## src/jets_pkg.sv

```systemverilog
// Package for the Julia escape-time shader: field widths, register codes,
// reset values, parameter defaults and the sequencer state type.
// Depends on nothing; used by julia_escape_time_shader.
package jets_pkg;

    // Field widths
    localparam int POS_W      = 12;
    localparam int SHADE_W    = 8;
    localparam int SIZE_W     = 13;
    localparam int C_W        = 30;
    localparam int ITER_W     = 16;
    localparam int CFG_IDX_W  = 2;
    localparam int CFG_DATA_W = 30;

    // Coordinate numerator 2*S - 4*pos: signed width and magnitude width
    localparam int NUM_W = 15;
    localparam int MAG_W = 14;

    // Shade scaling and the width of 255*k
    localparam int SHADE_SCALE = 255;
    localparam int SPROD_W     = 24;

    // Parameter defaults
    localparam int MAX_IMAGE_SIZE_DEF = 4096;
    localparam int FRAC_BITS_DEF      = 28;

    // Register reset values
    localparam logic [SIZE_W-1:0] RST_IMAGE_SIZE = 13'd2500;
    localparam logic [ITER_W-1:0] RST_MAX_ITER   = 16'd83;

    // Configuration register indexes
    typedef enum logic [CFG_IDX_W-1:0] {
        REG_IMAGE_SIZE = 2'd0,
        REG_C_RE       = 2'd1,
        REG_C_IM       = 2'd2,
        REG_MAX_ITER   = 2'd3
    } t_cfg_reg;

    // Sequencer states
    typedef enum logic [3:0] {
        ST_IDLE,
        ST_DIV_COL,
        ST_WAIT_COL,
        ST_DIV_ROW,
        ST_WAIT_ROW,
        ST_SQX,
        ST_SQY,
        ST_CROSS,
        ST_UPD,
        ST_SHADE_DIV,
        ST_SHADE_WAIT,
        ST_EMIT
    } t_state;

endpackage

```

## src/jets_div.sv

```systemverilog
// Restoring divider for the shader, one quotient bit per cycle.
// Unsigned dividend of DW bits over a divisor of VW bits; no package needed.
module jets_div #(
    parameter int DW = 42,
    parameter int VW = 16
) (
    input  logic          i_clk,
    input  logic          i_rst_n,
    input  logic          i_start,
    input  logic [DW-1:0] i_dividend,
    input  logic [VW-1:0] i_divisor,
    output logic          o_done,
    output logic [DW-1:0] o_quot
);

    localparam int CW = $clog2(DW + 1);

    logic          r_busy, n_busy;
    logic          r_done, n_done;
    logic [CW-1:0] r_cnt, n_cnt;
    logic [DW-1:0] r_dvd, n_dvd;
    logic [VW-1:0] r_rem, n_rem;
    logic [VW-1:0] r_dvs, n_dvs;

    logic [VW:0] shifted;
    logic [VW:0] trial;
    logic        fits;

    // Shift in one dividend bit, subtract when the divisor fits
    always_comb begin
        shifted = {r_rem, r_dvd[DW-1]};
        trial   = shifted - {1'b0, r_dvs};
        fits    = shifted >= {1'b0, r_dvs};

        n_busy = r_busy;
        n_done = 1'b0;
        n_cnt  = r_cnt;
        n_dvd  = r_dvd;
        n_rem  = r_rem;
        n_dvs  = r_dvs;

        if (i_start) begin
            n_busy = 1'b1;
            n_cnt  = CW'(DW);
            n_dvd  = i_dividend;
            n_rem  = '0;
            n_dvs  = i_divisor;
        end else if (r_busy) begin
            n_dvd = {r_dvd[DW-2:0], fits};
            n_rem = fits ? trial[VW-1:0] : shifted[VW-1:0];
            n_cnt = r_cnt - CW'(1);
            if (r_cnt == CW'(1)) begin
                n_busy = 1'b0;
                n_done = 1'b1;
            end
        end
    end

    // Control registers reset, operands do not
    always_ff @(posedge i_clk) begin
        if (!i_rst_n) begin
            r_busy <= 1'b0;
            r_done <= 1'b0;
            r_cnt  <= '0;
        end else begin
            r_busy <= n_busy;
            r_done <= n_done;
            r_cnt  <= n_cnt;
        end
        r_dvd <= n_dvd;
        r_rem <= n_rem;
        r_dvs <= n_dvs;
    end

    assign o_done = r_done;
    assign o_quot = r_dvd;

endmodule

```

## src/julia_escape_time_shader.sv

```systemverilog
// Julia escape-time shader: one pixel in, one shaded pixel out.
// Each pixel runs two coordinate divisions, then the iteration step through
// ST_SQX, ST_SQY, ST_CROSS and ST_UPD around one multiplier, then the shade
// division, skipped when no iteration runs; all share the bit-serial divider.
// A new pixel is taken only after the last one went to the output register,
// which waits while the output stalls. Reset: synchronous active low; control
// and configuration registers return to defaults, last shade 0.
module julia_escape_time_shader #(
    parameter int MAX_IMAGE_SIZE = jets_pkg::MAX_IMAGE_SIZE_DEF,
    parameter int FRAC_BITS      = jets_pkg::FRAC_BITS_DEF
) (
    input  logic                            i_clk,
    input  logic                            i_rst_n,
    input  logic                            i_in_valid,
    output logic                            o_in_ready,
    input  logic [jets_pkg::POS_W-1:0]      i_pixel_col,
    input  logic [jets_pkg::POS_W-1:0]      i_pixel_row,
    output logic                            o_out_valid,
    input  logic                            i_out_ready,
    output logic [jets_pkg::POS_W-1:0]      o_out_col,
    output logic [jets_pkg::POS_W-1:0]      o_out_row,
    output logic [jets_pkg::SHADE_W-1:0]    o_shade,
    input  logic                            i_cfg_valid,
    output logic                            o_cfg_ready,
    input  logic [jets_pkg::CFG_IDX_W-1:0]  i_cfg_index,
    input  logic [jets_pkg::CFG_DATA_W-1:0] i_cfg_data
);

    localparam int QW = FRAC_BITS + 4;
    localparam int MW = 2 * QW;
    localparam int DW = FRAC_BITS + jets_pkg::MAG_W;
    localparam int UW = ((FRAC_BITS + 11 > 31) ? FRAC_BITS + 11 : 31) + 1;
    localparam int SW = jets_pkg::SIZE_W;
    localparam int IW = jets_pkg::ITER_W;

    // Escape bound 4.0 at product scale
    localparam logic [MW:0] FOUR = {{(MW - 2 * FRAC_BITS - 2){1'b0}}, 1'b1,
                                    {(2 * FRAC_BITS + 2){1'b0}}};
    // Q4 limits at update width and at quotient width
    localparam logic signed [UW-1:0] QHI_U = {{(UW - QW + 1){1'b0}}, {(QW - 1){1'b1}}};
    localparam logic signed [UW-1:0] QLO_U = {{(UW - QW + 1){1'b1}}, {(QW - 1){1'b0}}};
    localparam logic [DW-1:0] QPOS_D = {{(DW - QW + 1){1'b0}}, {(QW - 1){1'b1}}};
    localparam logic [DW-1:0] QNEG_D = {{(DW - QW){1'b0}}, 1'b1, {(QW - 1){1'b0}}};
    localparam logic [QW-1:0] QHI = {1'b0, {(QW - 1){1'b1}}};
    localparam logic [QW-1:0] QLO = {1'b1, {(QW - 1){1'b0}}};

    // Configuration registers
    logic [SW-1:0]                  r_size;
    logic [jets_pkg::C_W-1:0]       r_cre;
    logic [jets_pkg::C_W-1:0]       r_cim;
    logic [IW-1:0]                  r_iter;

    // Sequencer and datapath registers
    jets_pkg::t_state               r_state, n_state;
    logic [jets_pkg::POS_W-1:0]     r_col, n_col;
    logic [jets_pkg::POS_W-1:0]     r_row, n_row;
    logic [SW-1:0]                  r_s, n_s;
    logic [QW-1:0]                  r_x, n_x;
    logic [QW-1:0]                  r_y, n_y;
    logic [IW-1:0]                  r_k, n_k;
    logic [MW-1:0]                  r_xx, n_xx;
    logic [MW-1:0]                  r_yy, n_yy;
    logic [MW-1:0]                  r_p, n_p;
    logic signed [MW:0]             r_diff, n_diff;
    logic [jets_pkg::SHADE_W-1:0]   r_last, n_last;
    logic                           r_out_valid, n_out_valid;
    logic [jets_pkg::POS_W-1:0]     r_out_col, n_out_col;
    logic [jets_pkg::POS_W-1:0]     r_out_row, n_out_row;
    logic [jets_pkg::SHADE_W-1:0]   r_out_shade, n_out_shade;

    // Divider hookup
    logic                           div_start;
    logic [DW-1:0]                  div_dividend;
    logic [IW-1:0]                  div_divisor;
    logic                           div_done;
    logic [DW-1:0]                  div_quot;

    // Shared multiplier
    logic [QW-1:0]                  mul_a, mul_b;
    logic [MW-1:0]                  mul_p;

    // Working values
    logic [SW-1:0]                  s_clamp;
    logic [jets_pkg::NUM_W-1:0]     num_col;
    logic [jets_pkg::NUM_W-1:0]     num_row;
    logic [QW-1:0]                  ax, ay;
    logic [MW:0]                    sq_sum;
    logic signed [MW:0]             d_sh;
    logic signed [UW-1:0]           x_sum;
    logic [MW:0]                    p2;
    logic                           p_rnd;
    logic                           p_neg;
    logic [UW-1:0]                  q_mag;
    logic signed [UW-1:0]           y_sum;
    logic [jets_pkg::SPROD_W-1:0]   shade_num;
    logic                           in_acc;
    logic                           out_free;

    // Saturate a sum to the Q4 range
    function automatic logic [QW-1:0] sat_q(input logic signed [UW-1:0] v);
        logic [QW-1:0] res;
        if (v > QHI_U) begin
            res = QHI;
        end else if (v < QLO_U) begin
            res = QLO;
        end else begin
            res = v[QW-1:0];
        end
        return res;
    endfunction

    // Signed, saturated start coordinate from the quotient magnitude
    function automatic logic [QW-1:0] start_sat(input logic [DW-1:0] q, input logic neg);
        logic [QW-1:0] res;
        if (neg) begin
            res = (q > QNEG_D) ? QLO : (~q[QW-1:0] + QW'(1));
        end else begin
            res = (q > QPOS_D) ? QHI : q[QW-1:0];
        end
        return res;
    endfunction

    // Numerator 2*S - 4*pos in two's complement
    function automatic logic [jets_pkg::NUM_W-1:0] coord_num(
        input logic [SW-1:0] s,
        input logic [jets_pkg::POS_W-1:0] pos
    );
        return {1'b0, s, 1'b0} - {1'b0, pos, 2'b00};
    endfunction

    function automatic logic [DW-1:0] coord_dividend(input logic [jets_pkg::NUM_W-1:0] num);
        logic [jets_pkg::NUM_W-1:0] m;
        m = num[jets_pkg::NUM_W-1] ? (~num + jets_pkg::NUM_W'(1)) : num;
        return {m[jets_pkg::MAG_W-1:0], {FRAC_BITS{1'b0}}};
    endfunction

    jets_div #(
        .DW (DW),
        .VW (IW)
    ) u_div (
        .i_clk      (i_clk),
        .i_rst_n    (i_rst_n),
        .i_start    (div_start),
        .i_dividend (div_dividend),
        .i_divisor  (div_divisor),
        .o_done     (div_done),
        .o_quot     (div_quot)
    );

    assign mul_p = MW'(mul_a) * MW'(mul_b);

    assign o_in_ready  = (r_state == jets_pkg::ST_IDLE);
    assign o_cfg_ready = 1'b1;
    assign in_acc      = i_in_valid && o_in_ready;
    assign out_free    = !r_out_valid || i_out_ready;

    // Clamp the image size to 1..MAX_IMAGE_SIZE
    always_comb begin
        if (r_size == '0) begin
            s_clamp = SW'(1);
        end else if (32'(r_size) > 32'(MAX_IMAGE_SIZE)) begin
            s_clamp = SW'(MAX_IMAGE_SIZE);
        end else begin
            s_clamp = r_size;
        end
    end

    // Coordinate numerators, magnitudes, escape sum and update terms
    always_comb begin
        num_col = coord_num(r_s, r_col);
        num_row = coord_num(r_s, r_row);
        ax     = r_x[QW-1] ? (~r_x + QW'(1)) : r_x;
        ay     = r_y[QW-1] ? (~r_y + QW'(1)) : r_y;
        sq_sum = {1'b0, r_xx} + {1'b0, r_yy};
        d_sh   = r_diff >>> FRAC_BITS;
        x_sum  = UW'(d_sh) + UW'($signed(r_cre));
        p2     = {r_p, 1'b0};
        p_rnd  = |p2[FRAC_BITS-1:0];
        p_neg  = r_x[QW-1] ^ r_y[QW-1];
        q_mag  = UW'(p2[MW:FRAC_BITS]) + UW'(p_neg & p_rnd);
        y_sum  = (p_neg ? -$signed(q_mag) : $signed(q_mag)) + UW'($signed(r_cim));
        shade_num = jets_pkg::SPROD_W'(r_k) * jets_pkg::SPROD_W'(jets_pkg::SHADE_SCALE);
    end

    // Next state and datapath
    always_comb begin
        n_state     = r_state;
        n_col       = r_col;
        n_row       = r_row;
        n_s         = r_s;
        n_x         = r_x;
        n_y         = r_y;
        n_k         = r_k;
        n_xx        = r_xx;
        n_yy        = r_yy;
        n_p         = r_p;
        n_diff      = r_diff;
        n_last      = r_last;
        n_out_valid = r_out_valid;
        n_out_col   = r_out_col;
        n_out_row   = r_out_row;
        n_out_shade = r_out_shade;
        div_start    = 1'b0;
        div_dividend = coord_dividend(num_col);
        div_divisor  = IW'(r_s);
        mul_a        = ax;
        mul_b        = ax;

        // Drop the output transaction once taken
        if (r_out_valid && i_out_ready) begin
            n_out_valid = 1'b0;
        end

        case (r_state)
            jets_pkg::ST_IDLE: begin
                if (in_acc) begin
                    n_col   = i_pixel_col;
                    n_row   = i_pixel_row;
                    n_s     = s_clamp;
                    n_k     = '0;
                    n_state = jets_pkg::ST_DIV_COL;
                end
            end
            jets_pkg::ST_DIV_COL: begin
                div_start = 1'b1;
                n_state   = jets_pkg::ST_WAIT_COL;
            end
            jets_pkg::ST_WAIT_COL: begin
                if (div_done) begin
                    n_x     = start_sat(div_quot, num_col[jets_pkg::NUM_W-1]);
                    n_state = jets_pkg::ST_DIV_ROW;
                end
            end
            jets_pkg::ST_DIV_ROW: begin
                div_start    = 1'b1;
                div_dividend = coord_dividend(num_row);
                n_state      = jets_pkg::ST_WAIT_ROW;
            end
            jets_pkg::ST_WAIT_ROW: begin
                if (div_done) begin
                    n_y     = start_sat(div_quot, num_row[jets_pkg::NUM_W-1]);
                    n_state = jets_pkg::ST_SQX;
                end
            end
            // Check the step limit, then square x
            jets_pkg::ST_SQX: begin
                if (({1'b0, r_k} + (IW + 1)'(1)) < {1'b0, r_iter}) begin
                    n_xx    = mul_p;
                    n_state = jets_pkg::ST_SQY;
                end else begin
                    n_state = (r_k == '0) ? jets_pkg::ST_EMIT : jets_pkg::ST_SHADE_DIV;
                end
            end
            jets_pkg::ST_SQY: begin
                mul_a   = ay;
                mul_b   = ay;
                n_yy    = mul_p;
                n_state = jets_pkg::ST_CROSS;
            end
            // Escape test; form x*y and x^2 - y^2
            jets_pkg::ST_CROSS: begin
                mul_a = ax;
                mul_b = ay;
                if (sq_sum > FOUR) begin
                    n_state = (r_k == '0) ? jets_pkg::ST_EMIT : jets_pkg::ST_SHADE_DIV;
                end else begin
                    n_p     = mul_p;
                    n_diff  = $signed({1'b0, r_xx}) - $signed({1'b0, r_yy});
                    n_state = jets_pkg::ST_UPD;
                end
            end
            // Scale back, add c, saturate
            jets_pkg::ST_UPD: begin
                n_x     = sat_q(x_sum);
                n_y     = sat_q(y_sum);
                n_k     = r_k + IW'(1);
                n_state = jets_pkg::ST_SQX;
            end
            jets_pkg::ST_SHADE_DIV: begin
                div_start    = 1'b1;
                div_dividend = DW'(shade_num);
                div_divisor  = r_iter;
                n_state      = jets_pkg::ST_SHADE_WAIT;
            end
            jets_pkg::ST_SHADE_WAIT: begin
                if (div_done) begin
                    n_last  = div_quot[jets_pkg::SHADE_W-1:0];
                    n_state = jets_pkg::ST_EMIT;
                end
            end
            // Hand the result to the output register when it is free
            jets_pkg::ST_EMIT: begin
                if (out_free) begin
                    n_out_valid = 1'b1;
                    n_out_col   = r_col;
                    n_out_row   = r_row;
                    n_out_shade = r_last;
                    n_state     = jets_pkg::ST_IDLE;
                end
            end
            default: begin
                n_state = jets_pkg::ST_IDLE;
            end
        endcase
    end

    // Registers; control and configuration reset, payload does not
    always_ff @(posedge i_clk) begin
        if (!i_rst_n) begin
            r_state     <= jets_pkg::ST_IDLE;
            r_out_valid <= 1'b0;
            r_last      <= '0;
            r_size      <= jets_pkg::RST_IMAGE_SIZE;
            r_cre       <= '0;
            r_cim       <= '0;
            r_iter      <= jets_pkg::RST_MAX_ITER;
        end else begin
            r_state     <= n_state;
            r_out_valid <= n_out_valid;
            r_last      <= n_last;
            if (i_cfg_valid && o_cfg_ready) begin
                case (jets_pkg::t_cfg_reg'(i_cfg_index))
                    jets_pkg::REG_IMAGE_SIZE: r_size <= i_cfg_data[SW-1:0];
                    jets_pkg::REG_C_RE:       r_cre  <= i_cfg_data[jets_pkg::C_W-1:0];
                    jets_pkg::REG_C_IM:       r_cim  <= i_cfg_data[jets_pkg::C_W-1:0];
                    jets_pkg::REG_MAX_ITER:   r_iter <= i_cfg_data[IW-1:0];
                    default: begin
                    end
                endcase
            end
        end
        r_col       <= n_col;
        r_row       <= n_row;
        r_s         <= n_s;
        r_x         <= n_x;
        r_y         <= n_y;
        r_k         <= n_k;
        r_xx        <= n_xx;
        r_yy        <= n_yy;
        r_p         <= n_p;
        r_diff      <= n_diff;
        r_out_col   <= n_out_col;
        r_out_row   <= n_out_row;
        r_out_shade <= n_out_shade;
    end

    assign o_out_valid = r_out_valid;
    assign o_out_col   = r_out_col;
    assign o_out_row   = r_out_row;
    assign o_shade     = r_out_shade;

endmodule
```

## config.mk

```make
export PLATFORM = sky130hd
export DESIGN_NAME = julia_escape_time_shader
export DESIGN_NICKNAME = d
export VERILOG_FILES = /design/src/jets_pkg.sv /design/src/jets_div.sv /design/src/julia_escape_time_shader.sv
export SDC_FILE = /design/constraint.sdc
export NUM_CORES = 2
export LEC_CHECK = 0
export ABC_AREA = 1
export BUFFER_PORTS_ARGS = -buffer_cell sky130_fd_sc_hd__buf_2
export CORE_MARGIN = 4
export CORE_UTILIZATION = 50
export CTS_BUF_LIST = sky130_fd_sc_hd__clkbuf_8
export CTS_CLUSTER_SIZE = 10
export DETAILED_ROUTE_END_ITERATION = 16
export PLACE_DENSITY = 0.65
export SYNTH_ARGS = -nofsm -noshare
export SYNTH_HDL_FRONTEND = slang
export SYNTH_SLANG_ARGS = --single-unit
```

## constraint.sdc

```tcl
create_clock -name i_clk -period 22.8 [get_ports i_clk]
set_clock_uncertainty 0.15 [all_clocks]
set_input_delay 5.7 -clock i_clk [delete_from_list [all_inputs] [get_ports i_clk]]
set_output_delay 5.7 -clock i_clk [all_outputs]
set_load 0.01 [all_outputs]
```

After elaboration in Yosys (flattened, before gate mapping). Index checks and enable logic that the tools add are counted. W data, S select, Z words.

$add $sub $neg: 17. Multiply operators: 2. $lt $le $gt $ge: 10. Equal/unequal tests: 20. Mux-type cells: 46. Bitwise gates (word level): 10. Reductions and logical operators: 31.

Operators with widths (number): $mux W32 (14); $pmux W32 S2 (2); $add A32 B1 Y32 const B (3); $not A32 Y32 (3); $mux W42 (2); $pmux W42 S2 (1); $add A64 B64 Y65 (1); $gt A65 B59 Y1 const B (1); $sub A64 B64 Y65 (1); $mul A32 B32 Y64 (1); $pmux W4 S12 (1); $gt A42 B31 Y1 const B (1); $gt A42 B32 Y1 const B (1); $add A40 B30 Y40 (1); $gt A40 B32 Y1 const B (1); $lt A40 B32 Y1 const B (1); $mux W40 (1); $neg A38 Y40 (1); $add A37 B1 Y38 (1); $add A37 B30 Y38 (1); $gt A38 B32 Y1 const B (1); $lt A38 B32 Y1 const B (1); $mux W16 (2); $pmux W16 S2 (1); 42 further kinds (92).

Bits in registers: 590. Input bits: 61. Output and inout bits: 35. Word-level logic and storage cells: 165.

Longest topological paths before layout.
Word-level depth: 10. Depth in mapped cells: 48. Gate-level depth less buffers: 47.

Modules after synthesis. A second synthesis with hierarchy kept.

Cell total of the unflattened synthesis: 10451. Area total of the unflattened synthesis: 79358.6 µm².

Modules (own cells, without submodules): julia_escape_time_shader (times used 1, cells an instance 9878, area an instance 74860.5 µm², sequential area each 13392.8 µm²); jets_div (times used 1, cells an instance 573, area an instance 4498.1 µm², sequential area each 2222.1 µm²).

Least setup slack after synthesis. Ideal clock, no wire load.

Path type: reg2reg. Start point: register r_state[2]. End point: register r_p[47] (data pin). Setup time: 0.268 ns. Arrival time: 9.805 ns. Data required time: 22.382 ns. Slack: 12.577 ns. Cell stages (with the launch flop): 35. Path buffers: 2. Clock period less this slack: 10.223 ns. Path through: dfxtp_1 > inv_1 > nor2_1 > inv_1 > nor2_1 > clkbuf_1 > o21ai_0 > inv_1 > clkbuf_1 > nor2_1 > fa_1 > inv_1 > fa_1 > fa_1 > fa_1 > inv_1 > fa_1 > inv_1 > fa_1 > inv_1 > fa_1 > inv_1 > fa_1 > inv_1 > ha_1 > a21oi_1 > inv_1 > a31oi_1 > nand2_1 > a21boi_0 > o21ai_0 > a21oi_1 > inv_1 > a21oi_1 > xnor2_1.

Cells in the longest elaborated chain, start to end: 4. Elaborated cells on any way between the ends: 6. Those cells by class: mul (1); eq/ne (2); mux (2); reduce/logical (1).

Ends and longest elaborated chain: start: declaration (line julia_escape_time_shader.sv:54) `jets_pkg::t_state r_state, n_state;`; start signal: assignment (line julia_escape_time_shader.sv:310) `r_state <= jets_pkg::ST_IDLE;`; start signal: assignment (line julia_escape_time_shader.sv:318) `r_state <= n_state;`; $eq A4 B3 Y1 (line julia_escape_time_shader.sv:214) `case (r_state)`; $reduce_or A2 Y1 (no line); $mux W32 (line julia_escape_time_shader.sv:214); $mul A32 B32 Y64 (*) (line julia_escape_time_shader.sv:150) `assign mul_p = MW'(mul_a) * MW'(mul_b);`; via mul_p[47] (line julia_escape_time_shader.sv:80) `logic [MW-1:0] mul_p;`; end signal: assignment (line julia_escape_time_shader.sv:340) `r_p <= n_p;`; end: declaration (line julia_escape_time_shader.sv:63) `logic [MW-1:0] r_p, n_p;`.

The timed path passes the listed nets; every way through them passes the cells marked *. A chain may end at the register's enable or synchronous reset.

Worst setup path after layout.
Start point: register r_y[0]. End point: register r_p[49] (data pin).

Cells in the longest elaborated chain, start to end: 5. Elaborated cells on any way between the ends: 6. Those cells by class: add/sub (1); mul (1); mux (3); bitwise (1).

Ends and longest elaborated chain: start: declaration (line julia_escape_time_shader.sv:59) `logic [QW-1:0] r_y, n_y;`; start signal: assignment (line julia_escape_time_shader.sv:336) `r_y <= n_y;`; $not A32 Y32 (line julia_escape_time_shader.sv:173) `ay = r_y[QW-1] ? (~r_y + QW'(1)) : r_y;`; $add A32 B1 Y32 (line julia_escape_time_shader.sv:173); $mux W32 (*) (line julia_escape_time_shader.sv:173); $mux W32 (line julia_escape_time_shader.sv:214); $mul A32 B32 Y64 (*) (line julia_escape_time_shader.sv:150); via mul_p[49] (line julia_escape_time_shader.sv:80).

Marked as above.

==> impl_metrics.csv <==
group,metric,value,unit
finish,drive_gt1_frac,0.0503,
yosys,synth_fp_nets,11900,
cts,cts_setup_buffers,0,
critical_path,critPathLaunchType,"register",
worst_hold_path,min-delay-start,"r_size[12]$_SDFFE_PN0P_",
flow_run,maxCapViolations,0,
yosys,ys_types,75,
placed_design,hpwl,263,mm
cts,ctsLongestPathBuffers,3,
die,die_height,405,um
finish,fin_nets,11900,
yosys,async_reset_ff_frac,0,
critical_path,critPathKind,"reg2reg",
die,top_level_ports,96,
cts,cts_root_buf,"clkbuf_8",
critical_path,required,23150,ps
route,drt-wirelength-per-cell,25.9,um
route,wl,321,mm
sta,worstMarginPinSlew,1250,ps
route,met3_length,32.0,mm
grt,grt_pass1_wl,469,mm
cts,cts_made_buffers,102,
yosys,synth.area.top_cells,"fa_1 25%, edfxtp_1 17%, inv_1 10%",
finish,fillers,15200,
sta,relSlewSlack,0.165,
worst_hold_path,holdCritPathClass,"reg2reg",
route,dr_total_vias,71000,
finish,syn2layout_area_growth,6.02,%
yosys,synth-edff-count,436,
critical_path,crit_slowest_cell,"clkinv_1",
critical_path,r2r-start,"r_y[0]$_DFFE_PP_",
route,antenna_left,0,
grt,track_usage,0.392,
critical_path,crit_path_start,"r_y[0]$_DFFE_PP_",
placed_design,gp_congestion,1.11,
yosys,synthFlopType,"edfxtp_1",
route,first_iter_violations,7478,
cts,cts_tree,"built",
placed_design,io_buffers,94,
critical_path,crit_fanout,17,
sta,timing.final.crit_share,0.532,
cts,clkLatencyLatePin,870,ps
cts,path_clk_slew,60,ps
yosys,yosys.area.top_type,"fa_1",
yosys,ys_seq_elements,562,
critical_path,reg2regPathDepth,41,
sta,drv_slew,0,
run_status,status,"complete, no violations",
route,drtPass1Iterations,8,
yosys,avgSynthCellArea,7.70,um^2
yosys,syn-instance-count,10200,
critical_path,arrival,12480,ps
sta,fin_crit,12130,ps
cts,htree_levels,3,
route,drc,0,
route,highest_layer,"met5",
critical_path,reg2reg_setup_slack,10670,ps
route,dr_wl_met2,143,mm
route,wl_met1,121,mm
finish,final_cell_area,0.0835,mm^2
yosys,synth_top_area_share,0.247,
grt,grt_overflow,0,
die,die_area,0.164,mm^2
grt,grt_pass1_vias,71500,
finish,fin_util,0.534,
die,die-width,405,um
cts,hold_buffers,0,
cts,cts_resized,0,
sta,fmax,82.5,MHz
placed_design,dpl_cell_area,0.0814,mm^2
sta,hold_viol,0,
grt,grt_max_degree,71,
yosys,syn_area,0.0788,mm^2
yosys,ys_seq_area_frac,0.198,
die,core,0.156,mm^2
critical_path,reg2reg_to,"r_p[49]$_DFFE_PP_",
critical_path,setup.worst_path.end_class,"register",
sta,setup_viol,0,
yosys,ys_warn_count,0,
die,rows,145,
sta,rsz0062_at_grt,"no",
route,vias_per_cell,5.73,
grt,antenna_found_initial,30,
critical_path,worstSetupEndpoint,"r_p[49]$_DFFE_PP_",
critical_path,critical-path-max-stage-delay,810,ps
sta,hold_ws,281,ps
cts,cts_sinks,562,
sta,fin_tns_setup,0,ps
die,initial_core_util,0.504,
layout by cell type (no fill, tap or decap), types with 126 or more instances in the layout:
| cell type | n |
|---|---|
| a21oi_1 | 556 |
| dfxtp_1 | 126 |
| edfxtp_1 | 436 |
| fa_1 | 972 |
| ha_1 | 594 |
| inv_1 | 2123 |
| nand2_1 | 1941 |
| nand3_1 | 284 |
| nor2_1 | 1384 |
| o21ai_0 | 421 |
| xor2_1 | 255 |
per-layer routing:
layer,GRT usage,up-vias
met3,0.101,851
met2,0.619,3591
met4,0.242,6
met5,0,-
met1,0.482,34900
li1,-,31700
Yosys cell counts (all sizes together), types with 13 or more instances:
| cell type | instances |
|---|---|
| inv | 2111 |
| nand2 | 1975 |
| nor2 | 1405 |
| fa | 972 |
| ha | 594 |
| a21oi | 559 |
| o21ai | 474 |
| edfxtp | 436 |
| nand3 | 291 |
| xor2 | 256 |
| clkbuf | 228 |
| dfxtp | 126 |
| nor3 | 104 |
| xnor2 | 99 |
| nand4 | 94 |
| buf | 80 |
| a31oi | 63 |
| a21boi | 58 |
| nor4 | 47 |
| o21bai | 36 |
| o211ai | 31 |
| o21a | 31 |
| or2 | 25 |
| clkinv | 23 |
| nand3b | 19 |
| a21o | 15 |
| o22ai | 13 |
worst max-delay path, delay by kind of cell (launching register included):
kind	cells	cell delay, ps
adders and majority gates	10	4880
and+or+nand+nor	13	1830
xor gates and xnor gates	2	970
DFF	1	440
AOI/OAI and AO/OA	6	1700
buffers and inverters	10	1780
through the flow:
step           std cells  setup WS [ps]
3_3_place_gp       12200          11010
5_1_grt            12400          10290
3_5_place_dp       12200          10980
4_1_cts            12400          10940
6_report           12400          10670
2_1_floorplan      10200          12580
kinds of logic (layout without fill, tap and decap cells):
group	count (synthesis)	after routing	synth area share
DFF	562	562	0.198
adders and majority gates	1566	1566	0.341
xor gates and xnor gates	355	355	0.0396
buffers and inverters	2442	2528	0.118
AOI/OAI and AO/OA	1332	1332	0.0954
other	1	19	0.0000476
and+or+nand+nor	3977	3977	0.207
sequential cells by signal (all words and copies together), names as in the netlist, 6 cells and up:
signal	cells
o_shade	8
u_div.r_dvs	16
r_s	13
r_diff	37
o_out_col	12
u_div.o_quot	42
r_col	12
r_y	32
r_p	64
r_iter	16
r_k	16
r_x	32
r_xx	64
o_out_row	12
u_div.r_cnt	6
r_cre	30
u_div.r_rem	16
r_size	13
r_last	8
r_cim	30
r_yy	64
r_row	12
worst min path at each step:
stage	slack [ps]	depth (start not counted)	endpoint
after CTS	280	0	r_s[12]$_SDFFCE_PP0P_
after global placement	260	0	r_s[12]$_SDFFCE_PP0P_
after floorplan	260	0	o_shade[0]$_DFFE_PP_
after detailed placement	260	0	r_s[12]$_SDFFCE_PP0P_
after global routing	310	0	r_s[12]$_SDFFCE_PP0P_
final	280	0	r_s[12]$_SDFFCE_PP0P_
area by class of cell:
| cell class | instances | area, um^2 | share of cell area |
|---|---|---|---|
| Tap cell | 2058 | 2570 | 0.0308 |
| Multi-Input combinational cell | 7231 | 54000 | 0.646 |
| Clock buffer | 110 | 1510 | 0.0181 |
| Clock inverter | 84 | 548 | 0.00656 |
| Inverter | 2134 | 8010 | 0.0959 |
| Antenna cell | 18 | 45.0 | 0.000539 |
| Timing Repair Buffer | 200 | 1270 | 0.0152 |
| Sequential cell | 562 | 15600 | 0.187 |
Power is left out: the tool's default activity adds up to more than one toggle a clock period on the data nets, which glitch-free logic cannot reach.
